==> src/design/bfg_pkg.sv <==
// bfg_pkg: shared types, constants and level tables of the battery fuel gauge
// no dependencies; imported by every module of the block

package bfg_pkg;

   // stream and register port widths
   localparam int SAMPLE_W   = 12;
   localparam int MV_W       = 14;
   localparam int LEVEL_W    = 7;
   localparam int COUNT_W    = 5;
   localparam int SUM_W      = 16;
   localparam int REQ_DATA_W = 40;
   localparam int RSP_DATA_W = 32;
   localparam int CSR_IDX_W  = 2;
   localparam int CSR_DATA_W = 14;

   // register reset values
   localparam logic [MV_W-1:0]    LOW_THRESHOLD_RESET  = 14'd3200;
   localparam logic [COUNT_W-1:0] START_REFRESH_RESET  = 5'd30;
   localparam logic [COUNT_W-1:0] CHANGE_REFRESH_RESET = 5'd3;
   localparam logic [LEVEL_W-1:0] DEFAULT_LEVEL_RESET  = 7'd95;

   // published record after reset
   localparam logic [MV_W-1:0]    HELD_MV_RESET    = 14'd3600;
   localparam logic [LEVEL_W-1:0] HELD_LEVEL_RESET = 7'd100;
   localparam logic [LEVEL_W-1:0] FULL_LEVEL       = 7'd100;

   // window average: avg = (sum * ceil(2^20 / len)) >> 20, exact for 16-bit sums
   localparam int DIV_SHIFT  = 20;
   localparam int DIV_MULT_W = DIV_SHIFT + 1;

   // millivolts: mv = (avg * ceil(1000 * 2^21 / 341)) >> 21, exact for 12-bit avg
   localparam int                MV_SHIFT  = 21;
   localparam int                MV_MULT_W = 23;
   localparam logic [MV_MULT_W-1:0] MV_MULT = 23'd6150006;

   // configuration register indexes
   typedef enum logic [CSR_IDX_W-1:0] {
      CSR_LOW_THRESHOLD  = 2'd0,
      CSR_START_REFRESH  = 2'd1,
      CSR_CHANGE_REFRESH = 2'd2,
      CSR_DEFAULT_LEVEL  = 2'd3
   } csr_index_type;

   // charging source codes
   typedef enum logic [1:0] {
      SRC_BATTERY = 2'd0,
      SRC_USB     = 2'd1,
      SRC_AC      = 2'd2
   } source_type;

   // front stage to scale stage
   typedef struct packed {
      logic [SUM_W-1:0] sum;
      source_type       src;
      logic             pub;
   } front_item_type;

   // scale stage to record stage
   typedef struct packed {
      logic [MV_W-1:0] mv;
      source_type      src;
      logic            pub;
   } mv_item_type;

   // one voltage range of a level table
   typedef struct packed {
      logic [12:0]        lo;
      logic [12:0]        hi;
      logic [LEVEL_W-1:0] pct;
   } range_type;

   localparam int TABLE_LEN = 56;

   localparam range_type CABLE_TABLE [TABLE_LEN] = '{
      '{4106,4900,100}, '{4100,4105,99}, '{4096,4100,98}, '{4091,4095,97}, '{4086,4090,96},
      '{4081,4085,95},  '{4076,4080,94}, '{4071,4075,93}, '{4066,4070,92}, '{4061,4065,91},
      '{4052,4060,90},  '{4043,4051,89}, '{4036,4042,88}, '{4026,4035,87}, '{4019,4025,86},
      '{4011,4018,85},  '{4003,4010,84}, '{3996,4002,82}, '{3989,3995,82}, '{3981,3988,81},
      '{3971,3980,80},  '{3961,3970,79}, '{3951,3960,78}, '{3941,3950,76}, '{3931,3940,74},
      '{3921,3930,72},  '{3914,3920,70}, '{3906,3913,69}, '{3899,3905,68}, '{3891,3898,66},
      '{3881,3890,64},  '{3871,3880,62}, '{3856,3870,60}, '{3846,3855,57}, '{3836,3845,54},
      '{3821,3835,52},  '{3811,3820,50}, '{3801,3810,47}, '{3791,3800,43}, '{3785,3790,40},
      '{3779,3784,37},  '{3771,3778,33}, '{3766,3770,30}, '{3756,3765,28}, '{3746,3755,26},
      '{3741,3745,23},  '{3726,3740,20}, '{3716,3725,18}, '{3701,3715,16}, '{3691,3700,13},
      '{3681,3690,10},  '{3651,3680,8},  '{3601,3650,5},  '{3441,3600,3},  '{3401,3440,1},
      '{0,3400,0}
   };

   localparam range_type BATTERY_TABLE [TABLE_LEN] = '{
      '{4071,4500,100}, '{4061,4070,99}, '{4051,4060,98}, '{4041,4050,97}, '{4031,4040,96},
      '{4021,4030,95},  '{4016,4020,94}, '{4011,4015,93}, '{4005,4010,92}, '{4001,4005,91},
      '{3985,4000,90},  '{3971,3985,89}, '{3961,3970,88}, '{3951,3960,87}, '{3941,3950,86},
      '{3931,3940,85},  '{3921,3930,84}, '{3911,3920,82}, '{3901,3910,82}, '{3891,3900,81},
      '{3876,3890,80},  '{3861,3875,79}, '{3846,3860,78}, '{3831,3845,76}, '{3821,3830,74},
      '{3811,3820,72},  '{3801,3810,70}, '{3791,3800,69}, '{3781,3790,68}, '{3771,3780,66},
      '{3761,3770,64},  '{3751,3760,62}, '{3741,3750,60}, '{3731,3740,57}, '{3721,3730,54},
      '{3711,3720,52},  '{3701,3710,50}, '{3691,3700,47}, '{3681,3690,43}, '{3671,3680,40},
      '{3661,3670,37},  '{3651,3660,33}, '{3641,3650,30}, '{3631,3640,28}, '{3616,3630,26},
      '{3601,3615,23},  '{3581,3600,20}, '{3561,3580,17}, '{3556,3560,14}, '{3546,3555,11},
      '{3541,3545,8},   '{3501,3540,5},  '{3471,3500,1},  '{3421,3470,0},  '{3401,3420,0},
      '{0,3400,0}
   };

   // parallel range compare, last matching range wins
   function automatic logic [LEVEL_W-1:0] lookup_level(input logic            cable,
                                                       input logic [MV_W-1:0] mv,
                                                       input logic [LEVEL_W-1:0] dflt);
      logic [LEVEL_W-1:0] lvl;
      range_type          rng;
      lvl = dflt;
      for (int i = 0; i < TABLE_LEN; i++) begin
         rng = cable ? CABLE_TABLE[i] : BATTERY_TABLE[i];
         if (mv >= {1'b0, rng.lo} && mv <= {1'b0, rng.hi}) begin
            lvl = rng.pct;
         end
      end
      return lvl;
   endfunction

endpackage

==> src/design/battery_fuel_gauge_top.sv <==
// battery_fuel_gauge_top: top level of the battery fuel gauge
// depends on bfg_pkg, bfg_front, bfg_scale, bfg_record

// One request transaction is one tick: three raw 12-bit battery samples and the
// adapter and vbus detect pins. The block returns one result per tick with the
// published voltage, level and charge enable, this tick's source, a publish flag
// and a low-battery flag. A transaction is taken every clock cycle while the result
// side keeps taking results; a stalled result holds the pipeline. An accepted request
// passes four pipeline registers (window update, average multiply, millivolt
// multiply, level lookup into the result register) on its way to the result. The
// refresh countdown loads its reset value of 30 at reset; a write to the start
// refresh register is accepted but has no effect, since the block keeps no start
// refresh register. Configuration registers must be written only while no transaction
// is in flight; the block itself does not enforce this.

module battery_fuel_gauge_top #(
   parameter int WINDOW_LEN = 1
) (
   input  logic                            clock,
   input  logic                            reset,
   // sample_a[11:0], sample_b[23:12], sample_c[35:24], dc_detect[36],
   // vbus_detect[37], zero fill[39:38]
   input  logic                            req_tvalid,
   output logic                            req_tready,
   input  logic [bfg_pkg::REQ_DATA_W-1:0]  req_tdata,
   // voltage_mv[13:0], level_percent[20:14], charge_enable[21], source[23:22],
   // published[24], low_battery[25], zero fill[31:26]
   output logic                            rsp_tvalid,
   input  logic                            rsp_tready,
   output logic [bfg_pkg::RSP_DATA_W-1:0]  rsp_tdata,
   input  logic                            csr_valid,
   output logic                            csr_ready,
   input  logic [bfg_pkg::CSR_IDX_W-1:0]   csr_index,
   input  logic [bfg_pkg::CSR_DATA_W-1:0]  csr_data
);
   import bfg_pkg::*;

   logic [MV_W-1:0]     low_threshold_ff;
   logic [COUNT_W-1:0]  change_count_ff;
   logic [LEVEL_W-1:0]  default_level_ff;
   logic                front_valid, front_ready, mv_valid, mv_ready;
   front_item_type      front_item;
   mv_item_type         mv_item;

   assign csr_ready = 1'b1;

   // configuration registers
   always_ff @(posedge clock) begin
      if (reset) begin
         low_threshold_ff <= LOW_THRESHOLD_RESET;
         change_count_ff  <= CHANGE_REFRESH_RESET;
         default_level_ff <= DEFAULT_LEVEL_RESET;
      end else if (csr_valid && csr_ready) begin
         case (csr_index)
            CSR_LOW_THRESHOLD:  low_threshold_ff <= csr_data[MV_W-1:0];
            CSR_START_REFRESH:  ;
            CSR_CHANGE_REFRESH: change_count_ff  <= csr_data[COUNT_W-1:0];
            CSR_DEFAULT_LEVEL:  default_level_ff <= csr_data[LEVEL_W-1:0];
            default:            ;
         endcase
      end
   end

   // window and countdown
   bfg_front #(.WINDOW_LEN(WINDOW_LEN)) u_front (
      .clock                (clock),
      .reset                (reset),
      .req_tvalid           (req_tvalid),
      .req_tready           (req_tready),
      .req_tdata            (req_tdata),
      .change_refresh_count (change_count_ff),
      .front_valid          (front_valid),
      .front_ready          (front_ready),
      .front_item           (front_item)
   );

   // average and millivolts
   bfg_scale #(.WINDOW_LEN(WINDOW_LEN)) u_scale (
      .clock       (clock),
      .reset       (reset),
      .front_valid (front_valid),
      .front_ready (front_ready),
      .front_item  (front_item),
      .mv_valid    (mv_valid),
      .mv_ready    (mv_ready),
      .mv_item     (mv_item)
   );

   // level, held record and result
   bfg_record u_record (
      .clock            (clock),
      .reset            (reset),
      .mv_valid         (mv_valid),
      .mv_ready         (mv_ready),
      .mv_item          (mv_item),
      .low_threshold_mv (low_threshold_ff),
      .default_level    (default_level_ff),
      .rsp_tvalid       (rsp_tvalid),
      .rsp_tready       (rsp_tready),
      .rsp_tdata        (rsp_tdata)
   );

endmodule

==> src/design/bfg_front.sv <==
// bfg_front: source decode, refresh countdown, median and moving-sum window
// depends on bfg_pkg

module bfg_front #(
   parameter int WINDOW_LEN = 1
) (
   input  logic                                 clock,
   input  logic                                 reset,
   input  logic                                 req_tvalid,
   output logic                                 req_tready,
   input  logic [bfg_pkg::REQ_DATA_W-1:0]       req_tdata,
   input  logic [bfg_pkg::COUNT_W-1:0]          change_refresh_count,
   output logic                                 front_valid,
   input  logic                                 front_ready,
   output bfg_pkg::front_item_type              front_item
);
   import bfg_pkg::*;

   localparam int              IDX_W    = (WINDOW_LEN > 1) ? $clog2(WINDOW_LEN) : 1;
   localparam logic [IDX_W-1:0] LAST_IDX = IDX_W'(WINDOW_LEN - 1);

   logic [SAMPLE_W-1:0] samples_ff [WINDOW_LEN];
   logic [SAMPLE_W-1:0] samples_in [WINDOW_LEN];
   logic [SUM_W-1:0]    sum_ff, sum_in;
   logic [IDX_W-1:0]    idx_ff, idx_in, idx_next;
   logic [COUNT_W-1:0]  count_ff, count_in, count_eff;
   source_type          prev_src_ff, src;
   logic                valid_ff;
   front_item_type      item_ff, item_in;

   logic [SAMPLE_W-1:0] smp_a, smp_b, smp_c, lo, hi, med;
   logic                accept, refill;

   assign accept     = req_tvalid && req_tready;
   assign req_tready = !valid_ff || front_ready;

   // unpack the request transaction
   assign smp_a = req_tdata[SAMPLE_W-1:0];
   assign smp_b = req_tdata[2*SAMPLE_W-1:SAMPLE_W];
   assign smp_c = req_tdata[3*SAMPLE_W-1:2*SAMPLE_W];

   // adapter pin wins over vbus
   always_comb begin
      if (req_tdata[3*SAMPLE_W]) begin
         src = SRC_AC;
      end else if (req_tdata[3*SAMPLE_W+1]) begin
         src = SRC_USB;
      end else begin
         src = SRC_BATTERY;
      end
   end

   // median of three
   always_comb begin
      lo = (smp_a < smp_b) ? smp_a : smp_b;
      hi = (smp_a < smp_b) ? smp_b : smp_a;
      if (smp_c <= lo) begin
         med = lo;
      end else if (smp_c >= hi) begin
         med = hi;
      end else begin
         med = smp_c;
      end
   end

   // countdown, window update and publish decision
   always_comb begin
      count_eff = count_ff;
      if (src != prev_src_ff && count_ff < change_refresh_count) begin
         count_eff = change_refresh_count;
      end
      refill   = (count_eff != '0);
      idx_next = (idx_ff == LAST_IDX) ? '0 : idx_ff + IDX_W'(1);
      samples_in = samples_ff;
      if (refill) begin
         for (int i = 0; i < WINDOW_LEN; i++) begin
            samples_in[i] = med;
         end
         sum_in   = SUM_W'({{(SUM_W-SAMPLE_W){1'b0}}, med} * SUM_W'(WINDOW_LEN));
         idx_in   = idx_ff;
         count_in = count_eff - COUNT_W'(1);
      end else begin
         samples_in[idx_next] = med;
         sum_in   = sum_ff - {{(SUM_W-SAMPLE_W){1'b0}}, samples_ff[idx_next]}
                           + {{(SUM_W-SAMPLE_W){1'b0}}, med};
         idx_in   = idx_next;
         count_in = count_eff;
      end
      item_in.sum = sum_in;
      item_in.src = src;
      item_in.pub = refill || (idx_in == '0);
   end

   // window state, advanced once per accepted transaction
   always_ff @(posedge clock) begin
      if (reset) begin
         for (int i = 0; i < WINDOW_LEN; i++) begin
            samples_ff[i] <= '0;
         end
         sum_ff      <= '0;
         idx_ff      <= '0;
         count_ff    <= START_REFRESH_RESET;
         prev_src_ff <= SRC_BATTERY;
      end else if (accept) begin
         samples_ff  <= samples_in;
         sum_ff      <= sum_in;
         idx_ff      <= idx_in;
         count_ff    <= count_in;
         prev_src_ff <= src;
      end
   end

   // stage output register
   always_ff @(posedge clock) begin
      if (reset) begin
         valid_ff <= 1'b0;
      end else if (req_tready) begin
         valid_ff <= req_tvalid;
      end
   end

   always_ff @(posedge clock) begin
      if (accept) begin
         item_ff <= item_in;
      end
   end

   assign front_valid = valid_ff;
   assign front_item  = item_ff;

endmodule

==> src/design/bfg_scale.sv <==
// bfg_scale: window average and millivolt scaling, one multiply per stage
// depends on bfg_pkg

module bfg_scale #(
   parameter int WINDOW_LEN = 1
) (
   input  logic                     clock,
   input  logic                     reset,
   input  logic                     front_valid,
   output logic                     front_ready,
   input  bfg_pkg::front_item_type  front_item,
   output logic                     mv_valid,
   input  logic                     mv_ready,
   output bfg_pkg::mv_item_type     mv_item
);
   import bfg_pkg::*;

   localparam logic [DIV_MULT_W-1:0] DIV_MULT =
      DIV_MULT_W'(((1 << DIV_SHIFT) + WINDOW_LEN - 1) / WINDOW_LEN);

   logic                         avg_valid_ff, mv_valid_ff, avg_ready;
   logic [SAMPLE_W-1:0]          avg_ff;
   source_type                   avg_src_ff;
   logic                         avg_pub_ff;
   logic [SUM_W+DIV_MULT_W-1:0]  avg_prod;
   logic [SAMPLE_W+MV_MULT_W-1:0] mv_prod;
   mv_item_type                  mv_ff;

   assign avg_ready   = !mv_valid_ff || mv_ready;
   assign front_ready = !avg_valid_ff || avg_ready;

   // average by reciprocal multiply
   assign avg_prod = {{DIV_MULT_W{1'b0}}, front_item.sum} *
                     {{SUM_W{1'b0}}, DIV_MULT};
   // millivolts by combined 1000/341 reciprocal
   assign mv_prod  = {{MV_MULT_W{1'b0}}, avg_ff} * {{SAMPLE_W{1'b0}}, MV_MULT};

   // average stage
   always_ff @(posedge clock) begin
      if (reset) begin
         avg_valid_ff <= 1'b0;
      end else if (front_ready) begin
         avg_valid_ff <= front_valid;
      end
   end

   always_ff @(posedge clock) begin
      if (front_ready && front_valid) begin
         avg_ff     <= avg_prod[DIV_SHIFT +: SAMPLE_W];
         avg_src_ff <= front_item.src;
         avg_pub_ff <= front_item.pub;
      end
   end

   // millivolt stage
   always_ff @(posedge clock) begin
      if (reset) begin
         mv_valid_ff <= 1'b0;
      end else if (avg_ready) begin
         mv_valid_ff <= avg_valid_ff;
      end
   end

   always_ff @(posedge clock) begin
      if (avg_ready && avg_valid_ff) begin
         mv_ff.mv  <= mv_prod[MV_SHIFT +: MV_W];
         mv_ff.src <= avg_src_ff;
         mv_ff.pub <= avg_pub_ff;
      end
   end

   assign mv_valid = mv_valid_ff;
   assign mv_item  = mv_ff;

endmodule

==> src/design/bfg_record.sv <==
// bfg_record: level lookup, held record, low flag and result register
// depends on bfg_pkg

module bfg_record (
   input  logic                            clock,
   input  logic                            reset,
   input  logic                            mv_valid,
   output logic                            mv_ready,
   input  bfg_pkg::mv_item_type            mv_item,
   input  logic [bfg_pkg::MV_W-1:0]        low_threshold_mv,
   input  logic [bfg_pkg::LEVEL_W-1:0]     default_level,
   output logic                            rsp_tvalid,
   input  logic                            rsp_tready,
   output logic [bfg_pkg::RSP_DATA_W-1:0]  rsp_tdata
);
   import bfg_pkg::*;

   logic [MV_W-1:0]       held_mv_ff, held_mv_in;
   logic [LEVEL_W-1:0]    held_level_ff, held_level_in, level;
   logic                  held_ce_ff, held_ce_in;
   logic                  valid_ff, accept, low;
   logic [RSP_DATA_W-1:0] data_ff, data_in;

   assign mv_ready = !valid_ff || rsp_tready;
   assign accept   = mv_valid && mv_ready;

   // record contents for this transaction
   always_comb begin
      level = lookup_level(mv_item.src != SRC_BATTERY, mv_item.mv, default_level);
      low   = (mv_item.mv <= low_threshold_mv);
      held_mv_in    = held_mv_ff;
      held_level_in = held_level_ff;
      held_ce_in    = held_ce_ff;
      if (mv_item.pub) begin
         held_mv_in    = mv_item.mv;
         held_level_in = level;
         held_ce_in    = (level < FULL_LEVEL) && (mv_item.src != SRC_BATTERY);
      end
      data_in = {6'b0, low, mv_item.pub, mv_item.src, held_ce_in,
                 held_level_in, held_mv_in};
   end

   // published record
   always_ff @(posedge clock) begin
      if (reset) begin
         held_mv_ff    <= HELD_MV_RESET;
         held_level_ff <= HELD_LEVEL_RESET;
         held_ce_ff    <= 1'b0;
      end else if (accept) begin
         held_mv_ff    <= held_mv_in;
         held_level_ff <= held_level_in;
         held_ce_ff    <= held_ce_in;
      end
   end

   // result register
   always_ff @(posedge clock) begin
      if (reset) begin
         valid_ff <= 1'b0;
      end else if (mv_ready) begin
         valid_ff <= mv_valid;
      end
   end

   always_ff @(posedge clock) begin
      if (accept) begin
         data_ff <= data_in;
      end
   end

   assign rsp_tvalid = valid_ff;
   assign rsp_tdata  = data_ff;

endmodule

==> config.mk <==
export PLATFORM = sky130hd
export DESIGN_NAME = battery_fuel_gauge_top
export DESIGN_NICKNAME = d
export VERILOG_FILES = /design/src/design/bfg_pkg.sv /design/src/design/battery_fuel_gauge_top.sv /design/src/design/bfg_front.sv /design/src/design/bfg_scale.sv /design/src/design/bfg_record.sv
export SDC_FILE = /design/constraint.sdc
export NUM_CORES = 1
export LEC_CHECK = 0
export BUFFER_PORTS_ARGS = -buffer_cell sky130_fd_sc_hd__buf_2
export CAP_MARGIN = 20
export CORE_ASPECT_RATIO = 0.75
export CORE_MARGIN = 2
export CORE_UTILIZATION = 45
export CTS_BUF_LIST = sky130_fd_sc_hd__clkbuf_4
export DETAILED_ROUTE_END_ITERATION = 16
export SLEW_MARGIN = 20
export SYNTH_ARGS = -nofsm -noshare
export SYNTH_HDL_FRONTEND = slang
export SYNTH_SLANG_ARGS = --single-unit
==> constraint.sdc <==
create_clock -name clock -period 9.3 [get_ports clock]
set_input_delay 0 -clock clock [delete_from_list [all_inputs] [get_ports clock]]
set_output_delay 0 -clock clock [all_outputs]
set_load 0.02 [all_outputs]
==> results of run 1 <==
cell families (layout without fill, tap and decap cells):
family,Yosys count,in the layout,synth area share (%)
AO/OA/AOI/OAI,571,571,21.9
flip-flops,156,156,21.4
buffers and inverters,320,414,7.15
adder cells (fa/ha/maj),285,285,24.3
XOR/XNOR,28,28,1.36
AND/OR/NAND/NOR,717,717,20.8
multiplexers,52,52,3.06
other,2,11,0.0417
metal layers:
| metal | global-route usage, % | up-vias |
|---|---|---|
| li1 | - | 7859 |
| met1 | 52.8 | 8701 |
| met2 | 50.5 | 1008 |
| met3 | 11.7 | 137 |
| met4 | 9.07 | 2 |
| met5 | 0 | - |
worst max path at each step:
stage | to | slack (ns)
2_1_floorplan | u_front.front_item[13]$_DFFE_PP_ | 2.72
3_3_place_gp | u_front.front_item[13]$_DFFE_PP_ | 1.86
3_5_place_dp | u_front.sum_ff[10]$_SDFFE_PP0P_ | 1.73
4_1_cts | u_front.sum_ff[10]$_SDFFE_PP0P_ | 2.23
5_1_grt | u_front.sum_ff[10]$_SDFFE_PP0P_ | 1.45
6_report | u_front.sum_ff[10]$_SDFFE_PP0P_ | 2.04
cells in the mapped netlist, drive strengths merged (21+ instances only):
| cell type | number |
|---|---|
| inv | 200 |
| ha | 177 |
| nand2 | 164 |
| nor2 | 159 |
| a21oi | 132 |
| fa | 108 |
| o21ai | 97 |
| dfxtp | 83 |
| edfxtp | 73 |
| clkbuf | 70 |
| nor2b | 54 |
| nand3 | 52 |
| buf | 49 |
| nor3 | 47 |
| a21o | 44 |
| nand2b | 38 |
| a211oi | 29 |
| mux2i | 28 |
| nand4 | 28 |
| and2 | 26 |
| and3 | 25 |
| or2 | 25 |
| mux2 | 24 |
| o31ai | 24 |
| a31oi | 23 |
| xnor2 | 21 |
layout make-up:
type | instances | area share (%)
multi-input combinational | 1661 | 65.5
sequential | 156 | 19.5
timing repair buffer | 181 | 6.46
inverter | 201 | 3.82
tap | 520 | 3.29
clock inverter | 14 | 0.703
clock buffer | 18 | 0.684
antenna | 3 | 0.0380
sequential cells by signal, indices dropped and copies added, names as in the netlist, 2 cells and up:
name and flops:
u_record.rsp_tdata 26, u_scale.mv_item 17, u_front.front_item 15, low_threshold_ff 14, u_record.held_mv_ff 14, u_front.samples_ff 12, u_front.sum_ff 12, u_scale.avg_ff 12
default_level_ff 7, u_record.held_level_ff 7, change_count_ff 5, u_front.count_ff 5, u_front.prev_src_ff 2, u_scale.avg_src_ff 2
critical path: cells and delay by family:
family                     cells  cell delay, ns
AOI/OAI and AO/OA             19            3.66
xor gates and xnor gates       1            0.16
muxes                          1            0.41
adders and majority gates      4            1.55
buffers and inverters          7            1.33
and+or+nand+nor                3            0.61
power groups by stage:
stage                     Combinational (mW)  Sequential, mW  Clock (mW)
final                                   5.02           0.929       0.413
after global routing                    5.42           0.937       0.449
after CTS                               4.85           0.929       0.424
after detailed placement                4.79           0.944           0
after global placement                  4.73           0.942           0
after floorplan                         3.22           0.963           0
metrics by stage:
stage / hold slack [ns] / cells
floorplan: 0.0989 / 2137
global placement: 0.204 / 2666
detailed placement: 0.207 / 2666
CTS: 0.0128 / 2751
global route: 0.0432 / 2752
finish: 0.0615 / 2754
repair_timing:
item	4_1_cts	5_1_grt
endpoints found under the hold margin	48	0
hold buffers	53	0
endpoints found under the setup margin	0	0
==> Implementation_results.wiki, run 1 <==
{| class="wikitable"
! Metric !! Value
|-
| Vertical extent of the die || 177 um
|-
| Crit path launch type || primary input
|-
| Final count of pins violating max slew || 0
|-
| Proportion of power drawn by combinational gates || 78.9%
|-
| Remaining routing DRC violations || 0
|-
| Routed length on met2 || 29300 um
|-
| Share of the clock period used by the worst path || 78.1%
|-
| Class of the tightest hold or removal check || primary input to flop
|-
| Seq. cell area || 3850 um2
|-
| Worst slack, placed || 1.73 ns
|-
| Hold Fails Final Rpt || 0
|-
| Internal power summed over all cells || 2.80 mW
|-
| Clock latency of the later-clocked register in the worst-skew pair || 0.61 ns
|-
| Crit path required time || 9.79 ns
|-
| Full die area || 41700 um2
|-
| Worst-case register-to-register setup slack || 2.56 ns
|-
| Via count of the routed design || 17700
|-
| Number of iterations in the first detailed-routing pass || 6
|-
| Synthesized cell area || 18000 um2
|-
| Launching instance or port of the critical path || req_tdata[23]
|-
| Maximum clock insertion buffer count || 2
|-
| Result of the run || finished, final reports clean
|-
| Starting density of the core || 45.6%
|-
| Post-cts repair resize count || 0
|-
| Maximum number of pins on one net before global-route repair || 82
|-
| Kind of end point of the critical path || flop
|-
| Slowest cell delay on critical path || 0.60 ns
|-
| Total of fill cells in the finished design || 3806
|-
| Switching power as a share of total power || 56.0%
|-
| Layout Skew || 0.0236 ns
|-
| Sum of routed wire segments on met1 || 34300 um
|-
| Layout Cell Area excl Fill || 19800 um2
|-
| Total overflow reported by the global router || 0
|-
| Hold Path Sink || u_record.rsp_tvalid$_SDFFE_PP0P_
|-
| CTS Buf Count || 17
|-
| Post-synthesis register bit count || 156
|-
| Maximum VDD drop || 0.000320 V
|-
| Initial antenna violation count || 5
|-
| Top routing layer in use || met5
|-
| Placed standard-cell area || 18900 um2
|-
| Highest net fanout along the worst path || 29
|-
| Final ANT Viol Nets || 0
|-
| Power spent charging and discharging nets || 3.56 mW
|-
| Routed wire length || 75000 um
|-
| Number of library cell types mapped by synthesis || 100
|-
| Most used cells in the layout excluding fill and tap cells || inv_1 (199), ha_1 (176), nand2_1 (163)
|-
| Highest clock frequency the design can meet || 138 MHz
|-
| Sequential element share of the synthesized area || 21.4%
|-
| Post-synth top flop || dfxtp_1
|-
| Placed wire-length estimate || 57300 um
|-
| Number of nets at the end of the flow || 2564
|-
| Biggest area consumer among synthesized cells || ha_1
|-
| Cell type of the slowest stage on the worst timing path || a221o_1
|-
| CTS clk-pin slew, worst paths || 0.15 ns
|-
| Placement row count || 63
|-
| Util after Layout || 50.0%
|-
| Setup repair after global routing missed its margin || no
|-
| Number of synthesized flops with an enable pin || 73
|-
| Placeable core region || 39500 um2
|-
| Die extent in x || 235 um
|-
| CTS root buf || clkbuf_4
|-
| Max-Cap Viols || 0
|-
| Minimum period implied by the final worst setup slack || 7.26 ns
|-
| Worst rel slew slack || 21.9%
|-
| Sum of negative setup slack || 0 ns
|-
| R2R Path End || u_record.rsp_tdata[21]$_DFFE_PP_
|-
| Worst reg2reg path startpoint || u_scale.mv_item[2]$_DFFE_PP_
|-
| Total routing usage reported by global routing || 36.0%
|-
| Clock Sinks || 156
|-
| # setup viols final || 0
|-
| Routed length on met3 || 9450 um
|-
| Number of H-tree levels || 4
|-
| Hold Path Stages || 3
|-
| Multi-input gate area in the final layout || 12900 um2
|-
| Avg Synthesized Cell Area || 8.45 um2
|-
| Vias per cell || 6.43
|-
| Pwr dens || 322 nW/um2
|-
| Count of buffers from port buffering || 86
|-
| Via count of the first global-routing pass || 17100
|-
| Cell with the most instances on the worst path || a21o_1
|-
| Proportion of power drawn by flip-flops and latches || 14.6%
|-
| Worst min-delay path startpoint || reset
|-
| Cell types with the largest area share after synthesis || ha_1 (12%), edfxtp_1 (12%), fa_1 (12%)
|-
| Final routed wire length divided by cell count || 27.2 um
|-
| TritonCTS clock tree || built
|-
| Slew at the pin with the worst max-slew slack || 1.17 ns
|-
| Worst Setup Slack, final || 2.04 ns
|-
| Cell count of the worst reg-to-reg path || 14
|-
| Leading cell type in the layout, fill and taps excluded || inv_1
|-
| Number of top-level pins || 96
|-
| Global-route wire length before repair || 111000 um
|-
| Leak Pwr || 8.45 nW
|-
| Async set-or-reset flop fraction in the synthesized netlist || 0%
|-
| Count of yosys warnings during synthesis || 0
|-
| Area Growth Syn to Fin || 9.71%
|-
| Power, Total || 6.36 mW
|-
| Arrival time worst endpoint || 7.75 ns
|-
| Portion of total power attributed to the clock network || 6.5%
|-
| Placer congestion estimate || 1.04
|-
| Buffer count from post-CTS setup fixing || 0
|-
| Fraction of layout cells with a size suffix above 1 || 10.5%
|-
| Number of instances in the synthesized netlist || 2131
|-
| Class of the most critical setup path || primary input to flop
|-
| Initial drt markers || 2352
|-
| Area fraction of the dominant cell type after synthesis || 12.3%
|}
Note: power is estimated with default switching activity, not from simulation.
==> inputs of run 2 (changes only) <==
- clock period: 9.3 -> 6.4 ns (I/O delays scaled with it)
==> Implementation_results.wiki, run 2 (same netlist as run 1, synthesis figures left out) <==
{| class="wikitable"
! Metric !! Value
|-
| Portion of total power attributed to the clock network || 5.8% (was 6.5%)
|-
| Starting density of the core || 45.6% (unchanged)
|-
| Worst slack, placed || -0.382 ns (was 1.73 ns)
|-
| Number of top-level pins || 96 (unchanged)
|-
| Area Growth Syn to Fin || 15.3% (was 9.71%)
|-
| Placeable core region || 39500 um2 (unchanged)
|-
| Proportion of power drawn by flip-flops and latches || 14.4% (was 14.6%)
|-
| Final routed wire length divided by cell count || 27.2 um (about the same)
|-
| Die extent in x || 235 um (unchanged)
|-
| Crit path required time || 6.78 ns (was 9.79 ns)
|-
| Leak Pwr || 9.06 nW (was 8.45 nW)
|-
| Vias per cell || 6.38 (was 6.43)
|-
| Share of the clock period used by the worst path || 96.6%
|-
| Worst reg2reg path startpoint || u_scale.avg_ff[9]$_DFFE_PP_ (was u_scale.mv_item[2]$_DFFE_PP_)
|-
| Cell count of the worst reg-to-reg path || 22 (was 14)
|-
| R2R Path End || u_scale.mv_item[16]$_DFFE_PP_ (was u_record.rsp_tdata[21]$_DFFE_PP_)
|-
| Worst Setup Slack, final || 0.220 ns (was 2.04 ns)
|-
| Number of flip-flops under the largest register name || 26 (unchanged)
|-
| Kind of end point of the critical path || flop (unchanged)
|-
| Count of buffers from port buffering || 86 (unchanged)
|-
| CTS clk-pin slew, worst paths || 0.16 ns (was 0.15 ns)
|-
| Class of the tightest hold or removal check || primary input to flop (unchanged)
|-
| TritonCTS clock tree || built (unchanged)
|-
| Worst-case register-to-register setup slack || 0.22 ns (was 2.56 ns)
|-
| Number of iterations in the first detailed-routing pass || 8 (was 6)
|-
| Total overflow reported by the global router || 0 (unchanged)
|-
| Hold Path Sink || u_front.front_item[14]$_DFFE_PP_ (was u_record.rsp_tvalid$_SDFFE_PP0P_)
|-
| Max-Cap Viols || 0 (unchanged)
|-
| Arrival time worst endpoint || 6.56 ns (was 7.75 ns)
|-
| Number of nets at the end of the flow || 2675 (was 2564)
|-
| Highest net fanout along the worst path || 3 (was 29)
|-
| Routed wire length || 78000 um (was 75000 um)
|-
| Clock Sinks || 156 (unchanged)
|-
| Total routing usage reported by global routing || 37.1% (was 36.0%)
|-
| Maximum number of pins on one net before global-route repair || 82 (unchanged)
|-
| Layout Skew || 0.0293 ns (was 0.0236 ns)
|-
| Placed wire-length estimate || 60800 um (was 57300 um)
|-
| Via count of the first global-routing pass || 17600 (was 17100)
|-
| Internal power summed over all cells || 4.56 mW (was 2.80 mW)
|-
| Total of fill cells in the finished design || 3774 (was 3806)
|-
| Crit path launch type || flop (was primary input)
|-
| Proportion of power drawn by combinational gates || 79.7% (was 78.9%)
|-
| Maximum VDD drop || 0.000451 V (was 0.000320 V)
|-
| Most used cells in the layout excluding fill and tap cells || inv_1 (195), ha_1 (174), nand2_1 (162) (was inv_1 (199), ha_1 (176), nand2_1 (163))
|-
| Maximum clock insertion buffer count || 2 (unchanged)
|-
| Switching power as a share of total power || 55.0% (was 56.0%)
|-
| Worst min-delay path startpoint || req_tdata[11] (was reset)
|-
| Hold Fails Final Rpt || 0 (unchanged)
|-
| Remaining routing DRC violations || 0 (unchanged)
|-
| Via count of the routed design || 18300 (was 17700)
|-
| Power, Total || 10.1 mW (was 6.36 mW)
|-
| Hold Path Stages || 4 (was 3)
|-
| Leading cell type in the layout, fill and taps excluded || inv_1 (unchanged)
|-
| Full die area || 41700 um2 (unchanged)
|-
| Class of the most critical setup path || flop to flop (was primary input to flop)
|-
| Placer congestion estimate || 1.12 (was 1.04)
|-
| # setup viols final || 0 (unchanged)
|-
| Minimum period implied by the final worst setup slack || 6.18 ns
|-
| Initial antenna violation count || 5 (unchanged)
|-
| Highest clock frequency the design can meet || 162 MHz
|-
| Result of the run || finished, final reports clean (unchanged)
|-
| Slew at the pin with the worst max-slew slack || 1.18 ns (was 1.17 ns)
|-
| Clock latency of the later-clocked register in the worst-skew pair || 0.64 ns (was 0.61 ns)
|-
| CTS Buf Count || 17 (unchanged)
|-
| Number of H-tree levels || 4 (unchanged)
|-
| Power spent charging and discharging nets || 5.58 mW (was 3.56 mW)
|-
| Global-route wire length before repair || 115000 um (was 111000 um)
|-
| CTS root buf || clkbuf_4 (unchanged)
|-
| Initial drt markers || 2220 (was 2352)
|-
| Pwr dens || 488 nW/um2 (was 322 nW/um2)
|-
| Fraction of layout cells with a size suffix above 1 || 16.1% (was 10.5%)
|-
| Placement row count || 63 (unchanged)
|-
| Final count of pins violating max slew || 0 (unchanged)
|-
| Final ANT Viol Nets || 0 (unchanged)
|-
| Worst rel slew slack || 21.3% (was 21.9%)
|-
| Vertical extent of the die || 177 um (unchanged)
|}
-- run 2: changes by cell type in the layout (fill, tap and decap cells not counted), moves of 3 or more --
cell	delta
fa_2	+4
a21oi_1	-3
fa_1	-4
inv_6	+3
dlygate4sd3_1	-4
clkinvlp_4	-3
a2111oi_0	-4
a21oi_2	+3
buf_4	+112
inv_2	+4
inv_1	-4
-- run 2: metrics by stage --
stage	hold slack (ns)	instance area, um2	setup TNS, ns	instances	util [%]
after CTS	0.00364	20500	0	2857	52.0
after global placement	0.201	19800	-0.613	2775	50.0
after floorplan	0.0989	18000	0	2137	-
after global routing	0.103	20800	-0.0227	2863	52.6
final	0.0868	20800	0	2867	52.6
after detailed placement	0.211	19800	-1.72	2775	50.0
-- run 2: critical path: stages (launching register included) --
cell and delay, ns:
edfxtp_1 0.46, buf_4 0.18, ha_1 0.35, fa_1 0.54
inv_1 0.06, fa_1 0.58, inv_1 0.07, fa_1 0.48
fa_1 0.50, ha_1 0.32, a21o_1 0.22, a2111oi_4 0.37
buf_4 0.16, o21a_1 0.12, o41ai_2 0.12, a221oi_2 0.29
buf_4 0.16, o211ai_1 0.18, a31oi_2 0.32, nor2b_1 0.10
o21a_1 0.20, nor2_2 0.09, xnor2_1 0.07
-- run 2: layout make-up --
| type | instances | area [um2] | share of cell area [%] |
|---|---|---|---|
| multi-input cells | 1661 | 13100 | 63.1 |
| flip-flops and latches | 156 | 3850 | 18.6 |
| repair buffers | 292 | 2120 | 10.2 |
| inverters | 201 | 754 | 3.63 |
| well taps | 520 | 651 | 3.13 |
| clock buffers | 18 | 135 | 0.651 |
| clock inverters | 14 | 128 | 0.614 |
| diodes | 5 | 12.5 | 0.0602 |
-- run 2: worst max-delay path by stage --
stage                                      from                               end  slack [ns]  depth (start not counted)
CTS                 u_scale.avg_ff[7]$_DFFE_PP_     u_scale.mv_item[16]$_DFFE_PP_        0.02                         21
finish              u_scale.avg_ff[9]$_DFFE_PP_     u_scale.mv_item[16]$_DFFE_PP_        0.22                         22
global placement                  req_tdata[19]  u_front.front_item[13]$_DFFE_PP_       -0.16                         33
detailed placement                 req_tdata[7]   u_front.sum_ff[10]$_SDFFE_PP0P_       -0.38                         30
floorplan                         req_tdata[19]  u_front.front_item[13]$_DFFE_PP_       0.007                         32
global route        u_scale.avg_ff[7]$_DFFE_PP_     u_scale.mv_item[16]$_DFFE_PP_       -0.02                         21
-- run 2: repair_timing --
| action | 4_1_cts | 5_1_grt |
|---|---|---|
| buffers inserted | 0 | 6 |
| hold buffers | 50 | 0 |
| pin swaps | 0 | 15 |
| hold endpoints to repair | 52 | 0 |
| gates resized for setup | 3 | 40 |
| endpoints found under the setup margin | 2 | 16 |
-- run 2: layer usage --
metal  track usage [%]  part of all wire, %  up-vias
li1                  -                    -     8080
met1              54.7                   46     8907
met5              1.63                 0.15        -
met4              10.9                  3.0        6
met2              48.8                   38     1102
met3              14.7                   13      187
-- run 2: power groups by stage --
| stage | registers [mW] | clock network [mW] | logic [mW] |
|---|---|---|---|
| after global routing | 1.46 | 0.644 | 8.72 |
| after detailed placement | 1.47 | 0 | 7.37 |
| final | 1.46 | 0.592 | 8.09 |
| after CTS | 1.45 | 0.609 | 7.51 |
| after floorplan | 1.40 | 0 | 4.69 |
| after global placement | 1.47 | 0 | 7.32 |
